==> src/design/overwrite_oldest_message_ring_macros.svh <==
// ---------------------------------------------------------------------------
// Assertion macros for the overwrite-oldest message ring.
// Each macro expands to a concurrent assertion in simulation and to nothing
// in synthesis.
// ---------------------------------------------------------------------------
`ifndef OVERWRITE_OLDEST_MESSAGE_RING_MACROS_SVH
`define OVERWRITE_OLDEST_MESSAGE_RING_MACROS_SVH

`ifndef SYNTHESIS

`define OOMR_ASSERT_NOW(label, clk, rst, ante, cons) \
   label: assert property (@(posedge clk) disable iff (rst) (ante) |-> (cons)) \
      else $error("overwrite_oldest_message_ring: assertion failed");

`define OOMR_ASSERT_NEXT(label, clk, rst, ante, cons) \
   label: assert property (@(posedge clk) disable iff (rst) (ante) |=> (cons)) \
      else $error("overwrite_oldest_message_ring: assertion failed");

`else

`define OOMR_ASSERT_NOW(label, clk, rst, ante, cons)

`define OOMR_ASSERT_NEXT(label, clk, rst, ante, cons)

`endif

`endif

==> src/design/oomr_pkg.sv <==
`timescale 1ns / 1ps
// ---------------------------------------------------------------------------
// oomr_pkg
// Types and codes shared by the controller and the datapath of the ring.
// ---------------------------------------------------------------------------
package oomr_pkg;

   localparam logic [1:0] MODE_PUSH = 2'd0;
   localparam logic [1:0] MODE_READ = 2'd1;
   localparam logic [1:0] MODE_DROP = 2'd2;

   localparam logic [1:0] STAT_OK       = 2'd0;
   localparam logic [1:0] STAT_DROPPED  = 2'd1;
   localparam logic [1:0] STAT_TOO_LONG = 2'd2;
   localparam logic [1:0] STAT_EMPTY    = 2'd3;

   localparam logic KIND_STATUS = 1'b0;
   localparam logic KIND_DATA   = 1'b1;

   typedef enum logic {
      ST_IDLE,
      ST_BURST
   } state_type;

   typedef struct packed {
      logic push;
      logic read_start;
      logic read_empty;
      logic drop;
      logic burst;
   } cmd_type;

   typedef struct packed {
      logic empty;
      logic burst_last;
   } stat_type;

endpackage

==> src/design/oomr_ctrl.sv <==
`timescale 1ns / 1ps
// ---------------------------------------------------------------------------
// oomr_ctrl
// Controller: decodes accepted requests and sequences the read burst.
// ---------------------------------------------------------------------------
module oomr_ctrl (
   input  logic              clock,
   input  logic              reset,
   input  logic              start,
   input  logic [1:0]        req_mode,
   input  oomr_pkg::stat_type stat,
   output logic              busy,
   output oomr_pkg::cmd_type cmd
);
   import oomr_pkg::*;

   state_type state_ff;
   state_type state_in;

   always_ff @(posedge clock) begin
      if (reset) begin
         state_ff <= ST_IDLE;
      end else begin
         state_ff <= state_in;
      end
   end

   always_comb begin
      state_in = state_ff;
      cmd      = '0;
      busy     = 1'b0;
      unique case (state_ff)
         ST_IDLE: begin
            if (start) begin
               unique case (req_mode)
                  MODE_PUSH: begin
                     cmd.push = 1'b1;
                  end
                  MODE_READ: begin
                     if (stat.empty) begin
                        cmd.read_empty = 1'b1;
                     end else begin
                        cmd.read_start = 1'b1;
                        state_in       = ST_BURST;
                     end
                  end
                  MODE_DROP: begin
                     cmd.drop = 1'b1;
                  end
                  default: begin
                  end
               endcase
            end
         end
         ST_BURST: begin
            busy      = 1'b1;
            cmd.burst = 1'b1;
            if (stat.burst_last) begin
               state_in = ST_IDLE;
            end
         end
         default: begin
            state_in = ST_IDLE;
         end
      endcase
   end

endmodule

==> config.mk <==
export PLATFORM = sky130hd
export DESIGN_NAME = oomr_ctrl
export DESIGN_NICKNAME = d
export VERILOG_FILES = /design/src/design/overwrite_oldest_message_ring_macros.svh /design/src/design/oomr_pkg.sv /design/src/design/oomr_ctrl.sv
export SDC_FILE = /design/constraint.sdc
export NUM_CORES = 1
export LEC_CHECK = 0
export BUFFER_PORTS_ARGS = -buffer_cell sky130_fd_sc_hd__buf_2
export CAP_MARGIN = 25
export CORE_AREA = 2 2 39 41
export CTS_CLUSTER_DIAMETER = 60
export DETAILED_ROUTE_END_ITERATION = 7
export DIE_AREA = 0 0 41 43
export SETUP_SLACK_MARGIN = 0.4
export SLEW_MARGIN = 20
export SYNTH_ARGS = -nofsm -noshare
export SYNTH_HDL_FRONTEND = slang
export SYNTH_SLANG_ARGS = --single-unit
==> constraint.sdc <==
create_clock -name clock -period 0.9 [get_ports clock]
set_input_delay 0.045 -clock clock [delete_from_list [all_inputs] [get_ports clock]]
set_output_delay 0.045 -clock clock [all_outputs]
set_load 0.005 [all_outputs]
==> Word level (Yosys, flattened, before mapping) <==
Index checks and enable logic that the tools add are counted.
{ "totals": {"regBits": 1, "inputBits": 7, "output_inout_bits": 6, "wordCells": 17} }
{ "classes": {"eq_ne": 2, "n_mux": 12, "bitwise_logic": 1, "n_reduce_logical": 1} }
{ "op_table": {"columns": ["operator", "count"], "rows": [
  ["1-bit 2-to-1 mux", 8],
  ["4-bit 2-to-1 mux", 2],
  ["2-bit by 1-bit equality test with 1-bit output, second input constant", 1],
  ["2-bit equality test, second input constant", 1],
  ["2-bit zero test", 1],
  ["2-bit 2-to-1 mux", 1],
  ["1-bit case mux with 2 select lines", 1],
  ["1-bit NOT", 1]
]} }

==> Depth between registers and ports, before layout <==
{ "logic_depth": {"word_depth": 4, "depth_mapped": 2, "ltp_nobuf": 2} }

==> Worst setup path before layout <==
Ideal clock, no wire load.
{ "synth_path": {"path_type": "register to register", "startpoint": "register state_ff", "endpoint": "register state_ff", "setup_ns": 0.084, "arrival_time_ns": 0.790, "required_time_ns": 0.816, "path_slack_ns": 0.026, "stages_incl_launch_ff": 3, "path_buffers": 0, "period_less_slack_ns": 0.874, "cell_sequence": "dfxtp_1 > or3b_1 > o31ai_2"} }
{ "synth_between": {"elab_chain_cells": 2} }
{ "synth_lines": {"columns": ["item", "line", "source"], "rows": [
  ["start: declaration", "oomr_ctrl.sv:17", "state_type state_ff;"],
  ["start signal: assignment", "oomr_ctrl.sv:24", "state_ff <= state_in;"],
  ["1-bit NOT", null, null],
  ["1-bit case mux with 2 select lines *", "oomr_ctrl.sv:32", "unique case (state_ff)"]
]} }
Every way passes the cells marked *; elsewhere a longest branch is shown, timed or not.
A chain may end at the register's enable or synchronous reset.

==> Final worst setup path <==
Same ends and word-level chain as after synthesis.

==> results.md <==
* Gr ovfl total at 0
* Worst setup margin at around 0.043 ns
* Router iterations before antenna repair at 1
* Post CTS Setup Buffer Count at 0
* Crit-path max FO at 6
* Die Area at 1763 um2
* Slew Limit Fails at 0
* Synth Net Count at 17
* Final Cycle Share at 0.9526
* Yosys warnings at 0
* Die width at around 41 um
* Max incr delay on CP at between 0.3 and 0.4 ns
* Most flop-heavy register: state_ff
* Slew @ Worst Pin at around 0.27 ns
* First-pass GRT wire length at around 320 um
* Worst Setup End Kind: flop
* Worst Setup Path Type: reg -> reg
* Core area at between 1000 and 1500 um2
* Total wire length at between 200 and 300 um
* DR WL/cell at ~7.5 um
* Inst Count DP at 37
* Layout Skew at 0 ns
* Startpoint class of the critical path: flop
* Hold Slack at approximately 0.24 ns
* FP Rows at 14
* Mapped Cells at 10
* Outcome: complete, no violations
* Antenna Nets Post-Route at 0
* Cell area after layout at 185.2 um2
* Initial Util at 0.07052
* Pleak at approximately 0.09 nW
* CP Cell Sequence: or3b_1, o31ai_2
* Critical Path AT at ~0.76 ns
* Routed vias/inst at about 3.3
* Syn Std Cell Area at about 98 um2
* Average size of a mapped cell at 9.759 um2
* Setup Slack @ Placement at -0.004828 ns
* Antenna Cells at 0
* Reg2Reg Setup Slack at 0.04 ns
* Max-slew headroom at 0.8154
* Synth cell types at 9
* Post-place instance area at between 150 and 200 um2
* Max FFs per register at 1
* Vias at about 120
* Die height at ~43 um
* GRT Total Usage at 0.02400
* Largest area contributor in the netlist: dfxtp_1
* Initial antenna violation count at 0
* Total Power Consumption at 0.08936 mW
* Power per Cell Area at 482.5 nW/um2
* Hold crit path type: in -> reg
* Drt initial violations at 0
* Area contributors post-synth: dfxtp_1, nand4bb_2, and4bb_2
* DRC Markers at 0
* Reg clk slew, reported paths at 0 ns
* Setup TNS Final at 0 ns
* Finished Core Util at 0.1338
* Port buffer count at 12
* Final min period at 0.8573 ns
* Nets at 30
* Worst VDD drop at between 0.07 and 0.08 mV
* Share of layout cells above drive strength 1 at 0.7619
* MaxCap Viol Count at 0
* Vias in the first global route at 100
* Later-pin clock latency in the skew report at 0 ns
* Non-filler cells, final at 37
* Area grow syn2layout at 89.74%
* CP Data Required Time at ~0.80 ns
* Fin. Hold Viols at 0
* RSZ-0062 raised after global routing: yes
* Largest regs: state_ff (1)
* Crit path max-delay cell type: or3b_1
* Commonest non-fill, non-tap cell in the layout: buf_2
* Detailed placement HPWL at between 200 and 300 um
* Global placer's final weighted congestion at about 0.42
* Largest net degree at the start of global routing at 7
* Post-synth top area share at 0.2051
* # setup viols final at 0
* # IOs at 13
* Post-synthesis sequential element count at 1
* Max Fclk at approximately 1200 MHz
* Seq/Total Area, Yosys at 0.2051
* Most frequent cells in the layout: buf_2, nor2_1
-- power by group --
part           total, mW  internal, mW  leakage (nW)  switching (mW)
Clock                  0             0             0               0
Combinational     0.0439        0.0253        0.0799          0.0187
Sequential        0.0454        0.0442       0.00888         0.00125
Total             0.0894        0.0694        0.0888          0.0199
-- worst paths after layout --
| kind | start | to | cells past startpoint |
|---|---|---|---|
| worst min register to register | state_ff | state_ff | 2 |
| worst max register to register | state_ff | state_ff | 2 |
| worst min-delay path | reset | state_ff | 2 |
| worst max-delay path | state_ff | state_ff | 2 |
-- synth_stat cells, drive strengths merged --
library cell	n
and4bb	1
nor2	2
inv	1
nor4b	1
nand4bb	1
dfxtp	1
buf	1
o31ai	1
or3b	1
-- area by class of cell --
cell class	instances	area, um2
timing repair buffer	12	60.06
sequential	1	23.77
multi-input combinational	7	77.57
inverter	1	3.754
fill	163	1199
tap	16	20.02
-- routing by layer --
metal | track usage | part of all wire
met5 | 0 | 0
met4 | 0 | 0
met3 | 0 | 0.12
met2 | 0.05938 | 0.51
met1 | 0.01587 | 0.37
-- worst max-delay path, delay by kind of cell, from the launching register on --
family | cells | cell delay, ns
and+or+nand+nor | 1 | 0.36
AOI/OAI and AO/OA | 1 | 0.07
DFF | 1 | 0.34
-- cell families after synthesis --
kind of cell / Yosys count / share of synthesized area
simple gates: 6 / 0.5514
compound gates: 1 / 0.1282
buf+inv: 2 / 0.1154
flops: 1 / 0.2051
-- timing repair --
action,in CTS,in global routing
pin swaps,1,0
setup endpoints to repair,7,7
hold buffers,0,0
resized for setup,1,1
hold endpoints to repair,0,0
Note: power is estimated with default switching activity, not from simulation.
